`src/hw/rtl/hiur_pkg.sv`:
```
// shared types and constants of the hex image upload receiver
package hiur_pkg;

    // default sizing
    localparam int MAX_IMAGE_BYTES_DEF = 16 * 1024;
    localparam int LINE_BYTES_DEF      = 64;
    localparam int Q_DEPTH             = 2;

    // result event codes
    localparam logic [2:0] EV_NONE    = 3'd0;
    localparam logic [2:0] EV_HDR_OK  = 3'd1;
    localparam logic [2:0] EV_HDR_BAD = 3'd2;
    localparam logic [2:0] EV_IMG_OK  = 3'd3;
    localparam logic [2:0] EV_LEN_BAD = 3'd4;
    localparam logic [2:0] EV_SUM_BAD = 3'd5;

    // header prefix progress: 0..3 chars matched, then header or not a header
    localparam logic [2:0] PF_NONE    = 3'd0;
    localparam logic [2:0] PF_ONE     = 3'd1;
    localparam logic [2:0] PF_HEADER  = 3'd4;
    localparam logic [2:0] PF_NOT_HDR = 3'd5;

    // number parsing phase
    localparam logic [2:0] NP_PRE_LEN = 3'd0;
    localparam logic [2:0] NP_LEN     = 3'd1;
    localparam logic [2:0] NP_PRE_SUM = 3'd2;
    localparam logic [2:0] NP_SUM     = 3'd3;
    localparam logic [2:0] NP_DONE    = 3'd4;

    // characters
    localparam logic [7:0] CH_BANG  = 8'h21;
    localparam logic [7:0] CH_S     = 8'h53;
    localparam logic [7:0] CH_L     = 8'h4C;
    localparam logic [7:0] CH_T     = 8'h54;
    localparam logic [7:0] CH_NL    = 8'h0A;
    localparam logic [7:0] CH_CR    = 8'h0D;
    localparam logic [7:0] CH_SPACE = 8'h20;
    localparam logic [7:0] CH_NUL   = 8'h00;
    localparam logic [7:0] CH_0     = 8'h30;
    localparam logic [7:0] CH_9     = 8'h39;
    localparam logic [7:0] CH_LA    = 8'h61;
    localparam logic [7:0] CH_LF    = 8'h66;
    localparam logic [7:0] CH_UA    = 8'h41;
    localparam logic [7:0] CH_UF    = 8'h46;

    localparam logic [31:0] DEC_BASE = 32'd10;

    // one classified byte as it travels from front to back
    typedef struct packed {
        logic       nl;
        logic       cr;
        logic       nul;
        logic       bang;
        logic       space;
        logic       dec;
        logic [3:0] dval;
        logic       hex;
        logic [3:0] hval;
        logic [3:0] mk;     // match against each header marker position
    } t_cls;

    // one result beat
    typedef struct packed {
        logic [2:0]  event_res;
        logic        data_valid;
        logic [13:0] data_index;
        logic [7:0]  data_value;
        logic [14:0] image_length;
    } t_res;

endpackage

```
`src/hw/rtl/hiur_front.sv`:
```
// front end: takes raw bytes and classifies them for the back end
module hiur_front import hiur_pkg::*; (
    input  logic       i_valid,
    input  logic [7:0] i_byte,
    input  logic       i_q_full,
    output logic       o_ready,
    output logic       o_push,
    output t_cls       o_cls
);

    logic w_dec, w_lower, w_upper;

    assign w_dec   = (i_byte >= CH_0)  && (i_byte <= CH_9);
    assign w_lower = (i_byte >= CH_LA) && (i_byte <= CH_LF);
    assign w_upper = (i_byte >= CH_UA) && (i_byte <= CH_UF);

    assign o_ready = !i_q_full;
    assign o_push  = i_valid && !i_q_full;

    always_comb begin
        o_cls.nl    = (i_byte == CH_NL);
        o_cls.cr    = (i_byte == CH_CR);
        o_cls.nul   = (i_byte == CH_NUL);
        o_cls.bang  = (i_byte == CH_BANG);
        o_cls.space = (i_byte == CH_SPACE);
        o_cls.dec   = w_dec;
        o_cls.dval  = i_byte[3:0];
        o_cls.hex   = w_dec || w_lower || w_upper;
        // letters a-f and A-F both carry value low nibble plus nine
        o_cls.hval  = w_dec ? i_byte[3:0] : (i_byte[3:0] + 4'd9);
        o_cls.mk[0] = (i_byte == CH_BANG);
        o_cls.mk[1] = (i_byte == CH_S);
        o_cls.mk[2] = (i_byte == CH_L);
        o_cls.mk[3] = (i_byte == CH_T);
    end

endmodule

```
`src/hw/rtl/hiur_queue.sv`:
```
// short queue of classified bytes between front and back
module hiur_queue import hiur_pkg::*; #(
    parameter int DEPTH = Q_DEPTH
) (
    input  logic i_clk,
    input  logic i_rst_n,
    input  logic i_push,
    input  t_cls i_data,
    output logic o_full,
    input  logic i_pop,
    output logic o_valid,
    output t_cls o_data
);

    localparam int PW = (DEPTH > 1) ? $clog2(DEPTH) : 1;
    localparam int CW = $clog2(DEPTH + 1);

    t_cls          r_mem [DEPTH];
    logic [PW-1:0] r_wr_ptr, r_rd_ptr;
    logic [CW-1:0] r_count;
    logic          w_push, w_pop;

    assign o_full  = (r_count == CW'(DEPTH));
    assign o_valid = (r_count != '0);
    assign o_data  = r_mem[r_rd_ptr];
    assign w_push  = i_push && !o_full;
    assign w_pop   = i_pop && o_valid;

    always_ff @(posedge i_clk) begin
        if (w_push) begin
            r_mem[r_wr_ptr] <= i_data;
        end
    end

    always_ff @(posedge i_clk) begin
        if (!i_rst_n) begin
            r_wr_ptr <= '0;
            r_rd_ptr <= '0;
            r_count  <= '0;
        end else begin
            if (w_push) begin
                r_wr_ptr <= (r_wr_ptr == PW'(DEPTH - 1)) ? '0 : r_wr_ptr + 1'b1;
            end
            if (w_pop) begin
                r_rd_ptr <= (r_rd_ptr == PW'(DEPTH - 1)) ? '0 : r_rd_ptr + 1'b1;
            end
            case ({w_push, w_pop})
                2'b10:   r_count <= r_count + 1'b1;
                2'b01:   r_count <= r_count - 1'b1;
                default: r_count <= r_count;
            endcase
        end
    end

`ifndef SYNTHESIS
    a_no_push_when_full: assert property (@(posedge i_clk) disable iff (!i_rst_n)
        i_push |-> !o_full)
        else $error("queue push while full");
    a_pop_needs_data: assert property (@(posedge i_clk) disable iff (!i_rst_n)
        i_pop |-> o_valid)
        else $error("queue pop while empty");
    a_count_bound: assert property (@(posedge i_clk) disable iff (!i_rst_n)
        r_count <= CW'(DEPTH))
        else $error("queue count past depth");
`endif

endmodule

```
`src/hw/rtl/hiur_back.sv`:
```
// back end: line parser, body decoder and result register
module hiur_back import hiur_pkg::*; #(
    parameter int MAX_IMAGE_BYTES = MAX_IMAGE_BYTES_DEF,
    parameter int LINE_BYTES      = LINE_BYTES_DEF
) (
    input  logic i_clk,
    input  logic i_rst_n,
    input  logic i_q_valid,
    input  t_cls i_cls,
    output logic o_pop,
    output logic o_valid,
    input  logic i_ready,
    output t_res o_res
);

    localparam int CW = $clog2(MAX_IMAGE_BYTES + 1);
    localparam int LW = $clog2(LINE_BYTES);
    localparam logic [LW-1:0] LINE_LAST = LW'(LINE_BYTES - 1);
    localparam logic [CW-1:0] MAX_CNT   = CW'(MAX_IMAGE_BYTES);
    localparam logic [31:0]   MAX32     = 32'(MAX_IMAGE_BYTES);

    logic          r_in_body, n_in_body;
    logic [LW-1:0] r_line_count, n_line_count;
    logic          r_term, n_term;
    logic [2:0]    r_prefix, n_prefix;
    logic [2:0]    r_phase, n_phase;
    logic [31:0]   r_len_acc, n_len_acc;
    logic [31:0]   r_sum_acc, n_sum_acc;
    logic [CW-1:0] r_exp_len, n_exp_len;
    logic [31:0]   r_exp_sum, n_exp_sum;
    logic [CW-1:0] r_recv, n_recv;
    logic [31:0]   r_run_sum, n_run_sum;
    logic [3:0]    r_high, n_high;
    logic          r_nib_held, n_nib_held;
    logic [CW-1:0] r_acc_len, n_acc_len;
    logic          r_out_valid;
    t_res          r_out, n_out;

    logic [31:0] w_len_x10, w_sum_x10, w_idx32, w_acc32;
    logic [7:0]  w_byte;

    assign o_pop   = i_q_valid && (!r_out_valid || i_ready);
    assign o_valid = r_out_valid;
    assign o_res   = r_out;

    assign w_len_x10 = r_len_acc * DEC_BASE + 32'(i_cls.dval);
    assign w_sum_x10 = r_sum_acc * DEC_BASE + 32'(i_cls.dval);
    assign w_byte    = {r_high, i_cls.hval};
    assign w_idx32   = 32'(r_recv);
    assign w_acc32   = 32'(n_acc_len);

    always_comb begin
        n_in_body    = r_in_body;
        n_line_count = r_line_count;
        n_term       = r_term;
        n_prefix     = r_prefix;
        n_phase      = r_phase;
        n_len_acc    = r_len_acc;
        n_sum_acc    = r_sum_acc;
        n_exp_len    = r_exp_len;
        n_exp_sum    = r_exp_sum;
        n_recv       = r_recv;
        n_run_sum    = r_run_sum;
        n_high       = r_high;
        n_nib_held   = r_nib_held;
        n_acc_len    = r_acc_len;
        n_out.event_res  = EV_NONE;
        n_out.data_valid = 1'b0;
        n_out.data_index = '0;
        n_out.data_value = '0;

        if (!r_in_body) begin
            if (i_cls.nl || (r_line_count >= LINE_LAST)) begin
                if (r_prefix == PF_HEADER) begin
                    if ((r_len_acc == '0) || (r_len_acc > MAX32)) begin
                        n_out.event_res = EV_HDR_BAD;
                    end else begin
                        n_exp_len       = r_len_acc[CW-1:0];
                        n_exp_sum       = r_sum_acc;
                        n_recv          = '0;
                        n_run_sum       = '0;
                        n_nib_held      = 1'b0;
                        n_in_body       = 1'b1;
                        n_out.event_res = EV_HDR_OK;
                    end
                end
                n_line_count = '0;
                n_term       = 1'b0;
                n_prefix     = PF_NONE;
                n_phase      = NP_PRE_LEN;
                n_len_acc    = '0;
                n_sum_acc    = '0;
            end else if (!i_cls.cr) begin
                n_line_count = r_line_count + 1'b1;
                if (!r_term) begin
                    if (i_cls.nul) begin
                        n_term = 1'b1;
                    end else if (r_prefix < PF_HEADER) begin
                        n_prefix = i_cls.mk[r_prefix[1:0]] ? r_prefix + 3'd1 : PF_NOT_HDR;
                    end else if (r_prefix == PF_HEADER) begin
                        unique case (r_phase)
                            NP_PRE_LEN: begin
                                if (i_cls.dec) begin
                                    n_len_acc = 32'(i_cls.dval);
                                    n_phase   = NP_LEN;
                                end else if (!i_cls.space) begin
                                    n_phase = NP_DONE;
                                end
                            end
                            NP_LEN: begin
                                if (i_cls.dec) begin
                                    n_len_acc = w_len_x10;
                                end else begin
                                    n_phase = i_cls.space ? NP_PRE_SUM : NP_DONE;
                                end
                            end
                            NP_PRE_SUM: begin
                                if (i_cls.dec) begin
                                    n_sum_acc = 32'(i_cls.dval);
                                    n_phase   = NP_SUM;
                                end else if (!i_cls.space) begin
                                    n_phase = NP_DONE;
                                end
                            end
                            NP_SUM: begin
                                if (i_cls.dec) begin
                                    n_sum_acc = w_sum_x10;
                                end else begin
                                    n_phase = NP_DONE;
                                end
                            end
                            default: begin
                                n_phase = r_phase;
                            end
                        endcase
                    end
                end
            end
        end else if (i_cls.bang) begin
            // the closing mark also opens the next line as its first char
            n_in_body    = 1'b0;
            n_nib_held   = 1'b0;
            n_term       = 1'b0;
            n_phase      = NP_PRE_LEN;
            n_len_acc    = '0;
            n_sum_acc    = '0;
            n_line_count = LW'(1);
            n_prefix     = PF_ONE;
            if (r_recv != r_exp_len) begin
                n_out.event_res = EV_LEN_BAD;
            end else if (r_run_sum != r_exp_sum) begin
                n_out.event_res = EV_SUM_BAD;
            end else begin
                n_acc_len       = r_recv;
                n_out.event_res = EV_IMG_OK;
            end
        end else if (i_cls.hex) begin
            if (!r_nib_held) begin
                n_high     = i_cls.hval;
                n_nib_held = 1'b1;
            end else begin
                n_nib_held = 1'b0;
                if (r_recv < MAX_CNT) begin
                    n_out.data_valid = 1'b1;
                    n_out.data_index = w_idx32[13:0];
                    n_out.data_value = w_byte;
                    n_recv           = r_recv + 1'b1;
                    n_run_sum        = r_run_sum + 32'(w_byte);
                end
            end
        end

        n_out.image_length = w_acc32[14:0];
    end

    always_ff @(posedge i_clk) begin
        if (o_pop) begin
            r_out <= n_out;
        end
    end

    always_ff @(posedge i_clk) begin
        if (!i_rst_n) begin
            r_in_body    <= 1'b0;
            r_line_count <= '0;
            r_term       <= 1'b0;
            r_prefix     <= PF_NONE;
            r_phase      <= NP_PRE_LEN;
            r_len_acc    <= '0;
            r_sum_acc    <= '0;
            r_exp_len    <= '0;
            r_exp_sum    <= '0;
            r_recv       <= '0;
            r_run_sum    <= '0;
            r_high       <= '0;
            r_nib_held   <= 1'b0;
            r_acc_len    <= '0;
            r_out_valid  <= 1'b0;
        end else begin
            if (o_pop) begin
                r_in_body    <= n_in_body;
                r_line_count <= n_line_count;
                r_term       <= n_term;
                r_prefix     <= n_prefix;
                r_phase      <= n_phase;
                r_len_acc    <= n_len_acc;
                r_sum_acc    <= n_sum_acc;
                r_exp_len    <= n_exp_len;
                r_exp_sum    <= n_exp_sum;
                r_recv       <= n_recv;
                r_run_sum    <= n_run_sum;
                r_high       <= n_high;
                r_nib_held   <= n_nib_held;
                r_acc_len    <= n_acc_len;
                r_out_valid  <= 1'b1;
            end else if (i_ready) begin
                r_out_valid  <= 1'b0;
            end
        end
    end

`ifndef SYNTHESIS
    a_data_no_event: assert property (@(posedge i_clk) disable iff (!i_rst_n)
        (r_out_valid && r_out.data_valid) |-> (r_out.event_res == EV_NONE))
        else $error("data beat carries an event");
    a_body_opens: assert property (@(posedge i_clk) disable iff (!i_rst_n)
        $rose(r_in_body) |-> (r_out_valid && (r_out.event_res == EV_HDR_OK)))
        else $error("body opened without header accept");
    a_body_closes: assert property (@(posedge i_clk) disable iff (!i_rst_n)
        $fell(r_in_body) |-> (r_out_valid && ((r_out.event_res == EV_IMG_OK)
            || (r_out.event_res == EV_LEN_BAD) || (r_out.event_res == EV_SUM_BAD))))
        else $error("body closed without verdict");
`endif

endmodule

```
`src/hw/rtl/hex_image_upload_receiver.sv`:
```
// top level of the hex image upload receiver
// usage:
//   input channel: one raw link byte per beat on i_rx_byte, handshake
//   i_in_valid / o_in_ready
//   output channel: exactly one result beat per input beat, handshake
//   o_out_valid / i_out_ready; a beat carries an event code, an optional
//   decoded image byte with its index, and the last accepted image length
//   outside an image, bytes form text lines; a "!SLT <len> <sum>" line opens
//   an image body, where hex digit pairs become bytes, and '!' closes it
//   an accepted byte passes through the queue and then the result register
//   before its result beat can be offered on the output
//   throughput: one byte per cycle sustained while i_out_ready stays high; the
//   back end does each byte's line/body update combinationally, bounded by
//   the 32-bit decimal accumulate (times ten plus digit)
//   reset clears the queue, the parser and the result valid flag; no result
//   is pending after reset and the first image length reported is zero
//   when the receiver stalls, the result register holds its beat, the back
//   end stops, the two-entry queue fills and then o_in_ready drops
module hex_image_upload_receiver import hiur_pkg::*; #(
    parameter int MAX_IMAGE_BYTES = MAX_IMAGE_BYTES_DEF,
    parameter int LINE_BYTES      = LINE_BYTES_DEF
) (
    input  logic        i_clk,
    input  logic        i_rst_n,
    input  logic        i_in_valid,
    output logic        o_in_ready,
    input  logic [7:0]  i_rx_byte,
    output logic        o_out_valid,
    input  logic        i_out_ready,
    output logic [2:0]  o_event_res,
    output logic        o_data_valid,
    output logic [13:0] o_data_index,
    output logic [7:0]  o_data_value,
    output logic [14:0] o_image_length
);

    // front to queue
    logic w_push, w_q_full;
    t_cls w_cls_in;

    // queue to back
    logic w_q_valid, w_pop;
    t_cls w_cls_out;

    t_res w_res;

    // classify each byte as it arrives
    hiur_front u_front (
        .i_valid  (i_in_valid),
        .i_byte   (i_rx_byte),
        .i_q_full (w_q_full),
        .o_ready  (o_in_ready),
        .o_push   (w_push),
        .o_cls    (w_cls_in)
    );

    // decouples intake from the parser so either side can stall
    hiur_queue #(
        .DEPTH (Q_DEPTH)
    ) u_queue (
        .i_clk   (i_clk),
        .i_rst_n (i_rst_n),
        .i_push  (w_push),
        .i_data  (w_cls_in),
        .o_full  (w_q_full),
        .i_pop   (w_pop),
        .o_valid (w_q_valid),
        .o_data  (w_cls_out)
    );

    // line parser, body decoder, result register
    hiur_back #(
        .MAX_IMAGE_BYTES (MAX_IMAGE_BYTES),
        .LINE_BYTES      (LINE_BYTES)
    ) u_back (
        .i_clk     (i_clk),
        .i_rst_n   (i_rst_n),
        .i_q_valid (w_q_valid),
        .i_cls     (w_cls_out),
        .o_pop     (w_pop),
        .o_valid   (o_out_valid),
        .i_ready   (i_out_ready),
        .o_res     (w_res)
    );

    assign o_event_res    = w_res.event_res;
    assign o_data_valid   = w_res.data_valid;
    assign o_data_index   = w_res.data_index;
    assign o_data_value   = w_res.data_value;
    assign o_image_length = w_res.image_length;

endmodule

```
`config.mk`:
```
export PLATFORM = sky130hd
export DESIGN_NAME = hex_image_upload_receiver
export DESIGN_NICKNAME = d
export VERILOG_FILES = /design/src/hw/rtl/hiur_pkg.sv /design/src/hw/rtl/hiur_front.sv /design/src/hw/rtl/hiur_queue.sv /design/src/hw/rtl/hiur_back.sv /design/src/hw/rtl/hex_image_upload_receiver.sv
export SDC_FILE = /design/constraint.sdc
export NUM_CORES = 1
export LEC_CHECK = 0
export ABC_AREA = 1
export ABC_CLOCK_PERIOD_IN_PS = 6300
export BUFFER_PORTS_ARGS = -buffer_cell sky130_fd_sc_hd__buf_2
export CAP_MARGIN = 40
export CORE_ASPECT_RATIO = 2
export CORE_MARGIN = 5
export CORE_UTILIZATION = 65
export DETAILED_ROUTE_END_ITERATION = 6
export GPL_ROUTABILITY_DRIVEN = 0
export PLACE_DENSITY_LB_ADDON = 0.12
export SYNTH_ARGS = -nofsm -noshare
export SYNTH_HDL_FRONTEND = slang
export SYNTH_SLANG_ARGS = --single-unit
```
`constraint.sdc`:
```
create_clock -name i_clk -period 6.3 [get_ports i_clk]
set_clock_uncertainty 0.2 [all_clocks]
set_input_delay 1.89 -clock i_clk [delete_from_list [all_inputs] [get_ports i_clk]]
set_output_delay 1.89 -clock i_clk [all_outputs]
set_load 0.05 [all_outputs]
```
==> results of run 1 <==
[worst paths after layout]
path / from / to / slack (ns) / depth (start not counted)
setup / recovery: i_out_ready / u_back.r_len_acc[26] / 2.16 / 14
setup reg to reg: flop / u_back.r_sum_acc[24] / 2.18 / 17
hold reg to reg: u_back.r_exp_sum[22] / u_back.r_exp_sum[22] / 0.27 / 2
hold / removal: u_back.r_exp_sum[22] / u_back.r_exp_sum[22] / 0.27 / 2
[logic make-up after synthesis]
family | count (synthesis) | share of synthesized area, %
adder cells (fa/ha/maj) | 138 | 9.26
flip-flops | 275 | 32.9
buffers and inverters | 474 | 9.86
multiplexers | 4 | 0.230
AO/OA/AOI/OAI | 401 | 12.1
AND/OR/NAND/NOR | 1455 | 32.8
XOR/XNOR | 60 | 2.80
[power groups by stage]
stage	Combinational, mW	Clock (mW)	Sequential (mW)
after CTS	1.77	1.47	2.27
final	1.82	1.47	2.27
after floorplan	0.853	0	2.72
after global routing	1.96	1.54	2.29
after detailed placement	1.76	0	2.31
after global placement	1.71	0	2.29
[worst max-delay path: cells and delay by family]
kind                   cells  cell delay (ns)
AND/OR/NAND/NOR            8             1.12
buffers and inverters      4             1.08
AO/OA/AOI/OAI              2             0.29
[sequential cells by signal, summed over array words and instances, names as in the netlist, 15 cells and up, named ones only]
register          count
u_back.r_exp_sum     32
u_queue.r_mem        36
u_back.r_recv        15
u_back.r_acc_len     15
u_back.r_sum_acc     32
u_back.r_len_acc     32
u_back.r_run_sum     32
u_back.r_exp_len     15
u_back.o_res         41
[layer usage]
layer	vias up	part of all wire (%)	wire length (um)
li1	9244	-	-
met1	8803	31	19100
met2	885	51	30800
met3	384	6.2	3770
met4	6	12	7010
met5	-	0.074	45
[layout by cell type, fill, tap and decap left out, types with 12 or more instances in the layout]
master,instances
nand3_1,194
o21a_1,12
buf_2,58
o21ai_0,105
dfxtp_1,198
a211oi_1,53
nor3_1,42
nor4_1,20
edfxtp_1,77
nand4_1,54
clkbuf_16,23
a21oi_1,176
ha_1,133
or2_2,15
nor2_1,316
xor2_1,42
nor2_2,14
nand2_1,754
xnor2_1,17
inv_1,401
[cell type report]
type	count	area, um^2
clock inverters	18	169
repair buffers	68	365
inverters	414	1560
flip-flops and latches	275	6280
diodes	1	2.50
multi-input cells	2058	10900
clock buffers	24	579
fillers	2543	8650
well taps	360	450
[metrics by stage]
step | setup slack, ns | cells | utilization (%) | instance area, um^2
4_1_cts | 2.20 | 3213 | 70.0 | 20300
6_report | 2.16 | 3218 | 70.1 | 20300
2_1_floorplan | 1.68 | 2807 | - | 19000
5_1_grt | 1.85 | 3217 | 70.1 | 20300
3_3_place_gp | 1.78 | 3170 | 67.4 | 19500
3_5_place_dp | 1.69 | 3171 | 67.5 | 19500
==> out/metrics.cfg, run 1 <==
[run_status]
status = finished, violations left
violations = DRC

[pwr]
power.switching_mw = 2.24
power_frac_comb_pct = 32.8
p_int_mw = 3.33
power.leakage_nw = 9.57
peakVddDrop_mv = 0.223
cellPowerDensity_nw_per_um2 = 274
seqPwrFrac_pct = 40.8
finalPower_mw = 5.56
switching_share_pct = 40.2
power_frac_clock_pct = 26.4

[clock_tree]
cts_root_buf = clkbuf_16
h-tree-depth = 1
cts_buffer_depth = 3
cts_buffers = 23
insertion_delay_ns = 0.54
clkSinkCount = 275
post_cts_resize_count = 0
path_clk_slew_ns = 0.09
postCtsSetupBuffers = 0
cts_hold_buf = 0
tritoncts = done

[detailed_routing]
viasPerCell = 6.00
dr.pass1.iters = 7
drtAntennaViolNets = 0
drt_iter0_drc = 1233
via_count = 19300
wire_per_inst_um = 18.9
route.detailed.drc = 1
postRouteWirelength_mm = 60.7

[worst_setup_path]
startpoint_type = primary input
crit_path_frequent_cell = nand2_4
cp_cell_sequence = buf_2 > nor2_1 > a21oi_4 > buf_4 > nand2_1 > inv_2 > nand2_4 > nor2_4 > nand2_4 > nor2_4 > nand2_4 > clkinv_2 > nand3_1 > a21oi_1
criticalPathCategory = primary input to flop
cp-end-kind = flop
critPathMaxFanout = 64
worst_ep_arrival_time_ns = 4.40
cp.required_ns = 6.57
worst_path_max_delay_cell = buf_4
crit_path_max_incr_delay_ns = 0.61

[synth]
synth_area_per_cell_um2 = 6.79
synth_top_area_share_pct = 20.8
synthCells = 2807
synth.cell_area_um2 = 19000
async_flop_share_pct = 0
yosysSeqAreaShare_pct = 32.9
synth.largest_area_cell = dfxtp_1
ys.flop_type = dfxtp_1
synth-edff-count = 77
ys_ff_latch = 275
yosysMostFrequentCell = nand2_1
synth_nets = 2957
ys_top_cells_by_count = nand2_1, inv_1, nor2_1
synth_warnings = 0
ys_types = 56
synth.area.top_cells = dfxtp_1, nand2_1, edfxtp_1

[global_routing]
grt_use_met3_pct = 7.70
grt_pass1_wl_mm = 93.8
antenna_found_initial = 3
met1_usage_pct = 32.7
grt.total_usage_pct = 36.2
use_met2_pct = 64.5
first_global_vias = 18600
grt_max_degree = 96
grt-ovfl-total = 0
top_usage_layer = met2

[floorplanning]
ios = 55
fp.coreArea_um2 = 29000
die_h_um = 252
rows = 88
die_w_um = 131
start_util_pct = 65.8
dieArea_um2 = 33000

[timing]
worst_pin_slew_ns = 0.881
hold_violations = 0
fin_crit_sh_pct = 65.7
fmax_mhz = 242
slew_headroom_pct = 41.1
grt_setup_unrepaired = no
holdWs_ns = 0.272
finalCriticalPeriod_ns = 4.14
finalSetupViolations = 0
tns_ns = 0
finalMaxSlewViolations = 0

[placed_design]
place_hpwl_mm = 46.1
port_buffers = 54

[cells_and_area]
layout-drive-gt1-share_pct = 6.55
final_nets = 2990
area_growth_pct = 6.60

[run]
maxCapViolCount = 0

[min_path]
worstHoldPathType = flop to flop

Note: power is estimated with default switching activity, not from simulation.
==> inputs of run 2 (changes only) <==
ABC_CLOCK_PERIOD_IN_PS = 4200   (was 6300)
CORE_UTILIZATION = 64   (was 65)
clock period = 4.2 ns   (was 6.3 ns; I/O delays follow)
==> out/metrics.cfg, run 2 (synthesized netlist as in run 1, its figures left out) <==
[worst_setup_path]
worstRegToRegCells = 15
worst_path_max_delay_cell = nor2_1
cp-end-kind = flop
crit_path_frequent_cell = nand2_1
startpoint_type = flop
criticalPathCategory = flop to flop
worst_ep_arrival_time_ns = 4.10
crit_path_max_incr_delay_ns = 0.51
cp_cell_sequence = ha_1 > ha_1 > nand2_1 > nor2_1 > and2_1 > nand3_1 > nand3_1 > nand2_1 > nand2_1 > nand2_1 > nor2_1 > nand2_1 > nand2_1 > nand3_1 > a21oi_1
critPathMaxFanout = 6
cp.required_ns = 4.48

[clock_tree]
tritoncts = done
clkSinkCount = 275
path_clk_slew_ns = 0.07
cts_hold_buf = 0
insertion_delay_ns = 0.55
postCtsSetupBuffers = 0
cts_buffers = 24
cts_buffer_depth = 3
cts_root_buf = clkbuf_16
h-tree-depth = 1

[timing]
worst_pin_slew_ns = 0.831
finalMaxSlewViolations = 0
fmax_mhz = 262
finalSetupViolations = 0
fin_crit_sh_pct = 91.0
holdWs_ns = 0.268
hold_violations = 0
finalCriticalPeriod_ns = 3.82
tns_ns = 0
slew_headroom_pct = 44.1
grt_setup_unrepaired = no

[cells_and_area]
finalCoreUtilization_pct = 69.4
layout-drive-gt1-share_pct = 6.84
final_nets = 2996
fin_cells = 3229
largest_reg_flops = 41
layout_commonest_cell = nand2_1
area_growth_pct = 7.45
mostFrequentLayoutCells = nand2_1, inv_1, nor2_1

[detailed_routing]
via_count = 19200
viasPerCell = 5.95
drtAntennaViolNets = 0
drt_iter0_drc = 1343
postRouteWirelength_mm = 60.6
dr.pass1.iters = 6
route.detailed.drc = 0
wire_per_inst_um = 18.8

[placed_design]
placedCellCount = 3184
place_hpwl_mm = 47.6
port_buffers = 54

[pwr]
power_frac_comb_pct = 32.0
switching_share_pct = 39.3
power.switching_mw = 3.28
power.leakage_nw = 9.65
power_frac_clock_pct = 27.1
seqPwrFrac_pct = 40.9
p_int_mw = 5.06
peakVddDrop_mv = 0.380
cellPowerDensity_nw_per_um2 = 408

[global_routing]
grt-ovfl-total = 0
grt_max_degree = 96
grt_pass1_wl_mm = 95.2
antenna_found_initial = 0
grt.total_usage_pct = 35.4
first_global_vias = 18900

[run]
maxCapViolCount = 0

[floorplanning]
fp.coreArea_um2 = 29500
rows = 89
ios = 55
die_w_um = 132
die_h_um = 254
dieArea_um2 = 33500
start_util_pct = 64.5

[min_path]
hold_depth = 1
worstHoldPathType = flop to flop

[run_status]
status = complete, no violations

-- run 2: what timing repair did --
action                                  CTS  global route
resized for setup                         0             2
endpoints found under the hold margin     0             0
endpoints found under the setup margin    0             6
-- run 2: layout make-up --
cell class / instances / area, um^2
clock buffer: 34 / 719
timing repair buffer: 73 / 463
sequential: 275 / 6280
fill: 2574 / 9040
antenna: 1 / 2.50
multi-input combinational: 2058 / 10900
clock inverter: 10 / 78.8
tap: 364 / 455
inverter: 414 / 1560
-- run 2: metrics by stage --
step           power [mW]  worst slack (ns)  instance area [um^2]
3_3_place_gp         6.02             0.589                 19600
6_report             8.35             0.378                 20500
3_5_place_dp         6.10             0.490                 19700
4_1_cts              8.34             0.442                 20500
5_1_grt              8.72             0.130                 20500
2_1_floorplan        5.37             0.214                 19000
-- run 2: power groups by stage --
stage | clock network, mW | registers (mW) | logic [mW]
3_3_place_gp | 0 | 3.45 | 2.56
5_1_grt | 2.38 | 3.44 | 2.90
4_1_cts | 2.28 | 3.41 | 2.65
2_1_floorplan | 0 | 4.09 | 1.28
3_5_place_dp | 0 | 3.46 | 2.64
6_report | 2.26 | 3.41 | 2.67
-- run 2: worst max-delay path, delay by kind of cell, from the launching register on --
kind	cells	cell delay [ns]
AO/OA/AOI/OAI	1	0.14
AND/OR/NAND/NOR	12	2.24
adder cells (fa/ha/maj)	2	0.68
flip-flops	1	0.48
-- run 2: path summary, 6_finish.rpt --
check / slack [ns] / endpoint / from
setup reg to reg: 0.38 / u_back.r_sum_acc[28] / u_back.r_sum_acc[18]
hold reg to reg: 0.27 / u_queue.r_rd_ptr / u_queue.r_rd_ptr
setup / recovery: 0.38 / u_back.r_sum_acc[28] / u_back.r_sum_acc[18]
hold / removal: 0.27 / u_queue.r_rd_ptr / u_queue.r_rd_ptr
-- run 2: layer usage --
layer	GRT usage [%]	wire, um	vias to the layer above	part of all wire, %
met5	0	0	-	0
met4	34.4	7270	0	12
met3	5.05	3080	379	5.1
met2	67.3	31900	866	53
met1	30.3	18400	8713	30
li1	-	-	9264	-
==> inputs of run 3 (changes only) <==
ABC_CLOCK_PERIOD_IN_PS = 4900   (was 4200)
CORE_UTILIZATION = 65   (was 64)
clock period = 4.9 ns   (was 4.2 ns; I/O delays follow)
==> out/metrics.cfg, run 3 (synthesized netlist as in run 1, its figures left out) <==
[worst_setup_path]
critPathMaxFanout = 14
criticalPathCategory = flop to flop
crit_path_max_incr_delay_ns = 0.52
path_delay_family = simple AND/OR/NAND/NOR gates
worst_ep_arrival_time_ns = 4.18
worst_path_max_delay_cell = dfxtp_1
crit_path_frequent_cell = o21ai_0
path_buf_inv = 2
startpoint_type = flop
cp.required_ns = 5.14
cp_cell_sequence = inv_2 > or2_2 > o21ai_0 > inv_1 > ha_1 > nand4_1 > o21ai_0 > nand3_1 > nor2_1 > nand2_1 > nor2_4 > nand3_1 > nor2_2 > a21oi_1 > o21ai_0 > a21oi_1
cp-end-kind = flop

[cells_and_area]
layout-drive-gt1-share_pct = 6.58
final_area_um2 = 20400
fin_cells = 3218
fillers = 2505
multi_input_area_um2 = 10900
register_area_um2 = 6280
layout_commonest_cell = nand2_1
final_nets = 2989
largest_reg_flops = 41
area_growth_pct = 7.12
mostFrequentLayoutCells = nand2_1, inv_1, nor2_1

[placed_design]
port_buffers = 54
placedCellCount = 3172
place_hpwl_mm = 46.4
place_area_um2 = 19600

[clock_tree]
cts_buffer_depth = 3
postCtsSetupBuffers = 0
insertion_delay_ns = 0.56
cts_root_buf = clkbuf_16
clkSinkCount = 275
tritoncts = done
h-tree-depth = 1
path_clk_slew_ns = 0.08
cts_buffers = 24
post_cts_resize_count = 0
cts_hold_buf = 0

[global_routing]
grt_pass1_wl_mm = 92.4
antenna_found_initial = 1
first_global_vias = 18500
grt-ovfl-total = 0
grt.total_usage_pct = 35.8
grt_max_degree = 96

[floorplanning]
fp.coreArea_um2 = 29000
die_h_um = 252
start_util_pct = 65.8
ios = 55
rows = 88
die_w_um = 131
dieArea_um2 = 33000

[pwr]
cellPowerDensity_nw_per_um2 = 354
power.leakage_nw = 9.62
finalPower_mw = 7.22
peakVddDrop_mv = 0.281

[timing]
finalMaxSlewViolations = 0
finalSetupViolations = 0
worst_pin_slew_ns = 0.892
fmax_mhz = 253
tns_ns = 0
grt_setup_unrepaired = no
slew_headroom_pct = 40.5
finalCriticalPeriod_ns = 3.95
fin_crit_sh_pct = 80.6
hold_violations = 0

[detailed_routing]
via_count = 18900
wire_per_inst_um = 18.6
viasPerCell = 5.88
route.detailed.drc = 3
drt_iter0_drc = 1237
postRouteWirelength_mm = 59.8
dr.pass1.iters = 7
drtAntennaViolNets = 0

[run_status]
violations = DRC
status = finished, violations left

[min_path]
worstHoldPathType = flop to flop

[run]
maxCapViolCount = 0

-- run 3: path summary, 6_finish.rpt --
kind	cells past startpoint	slack, ns	endpoint	start
max	16	0.95	u_back.r_sum_acc[24]	flop
min	1	0.26	u_queue.r_rd_ptr	u_queue.r_rd_ptr
max reg2reg	16	0.95	u_back.r_sum_acc[24]	flop
min reg2reg	1	0.26	u_queue.r_rd_ptr	u_queue.r_rd_ptr
-- run 3: per-stage QoR --
step / hold slack, ns / worst slack [ns] / utilization [%]
global placement: 0.236 / 1.21 / 67.5
detailed placement: 0.245 / 1.05 / 67.5
floorplan: 0.226 / 0.704 / -
global route: 0.279 / 0.591 / 70.5
finish: 0.261 / 0.951 / 70.5
CTS: 0.255 / 1.02 / 70.4
-- run 3: layout make-up --
cell class | count | area share (%)
Antenna cell | 1 | 0.0123
Clock inverter | 15 | 0.822
Multi-Input combinational cell | 2058 | 53.4
Inverter | 414 | 7.64
Clock buffer | 29 | 3.29
Tap cell | 360 | 2.21
Timing Repair Buffer | 66 | 1.83
Sequential cell | 275 | 30.8
-- run 3: power by group --
part	switching, mW	total (mW)	internal [mW]
clock network	0.917	2.02	1.10
registers	0.190	2.94	2.75
logic	1.73	2.26	0.534
total	2.84	7.22	4.39
-- run 3: metal layers --
| layer | up-vias | share of wire (%) | global-route usage (%) |
|---|---|---|---|
| li1 | 9246 | - | - |
| met5 | - | 0 | 0 |
| met2 | 779 | 51 | 64.1 |
| met4 | 0 | 12 | 35.6 |
| met3 | 392 | 6.2 | 7.45 |
| met1 | 8493 | 30 | 30.8 |
-- run 3: worst register-to-register path: stages (launching register included) --
cell     delay (ns)
dfxtp_1        0.52
inv_2          0.16
or2_2          0.30
o21ai_0        0.19
inv_1          0.27
ha_1           0.37
nand4_1        0.07
o21ai_0        0.28
nand3_1        0.20
nor2_1         0.24
nand2_1        0.15
nor2_4         0.21
nand3_1        0.14
nor2_2         0.26
a21oi_1        0.11
o21ai_0        0.09
a21oi_1        0.09
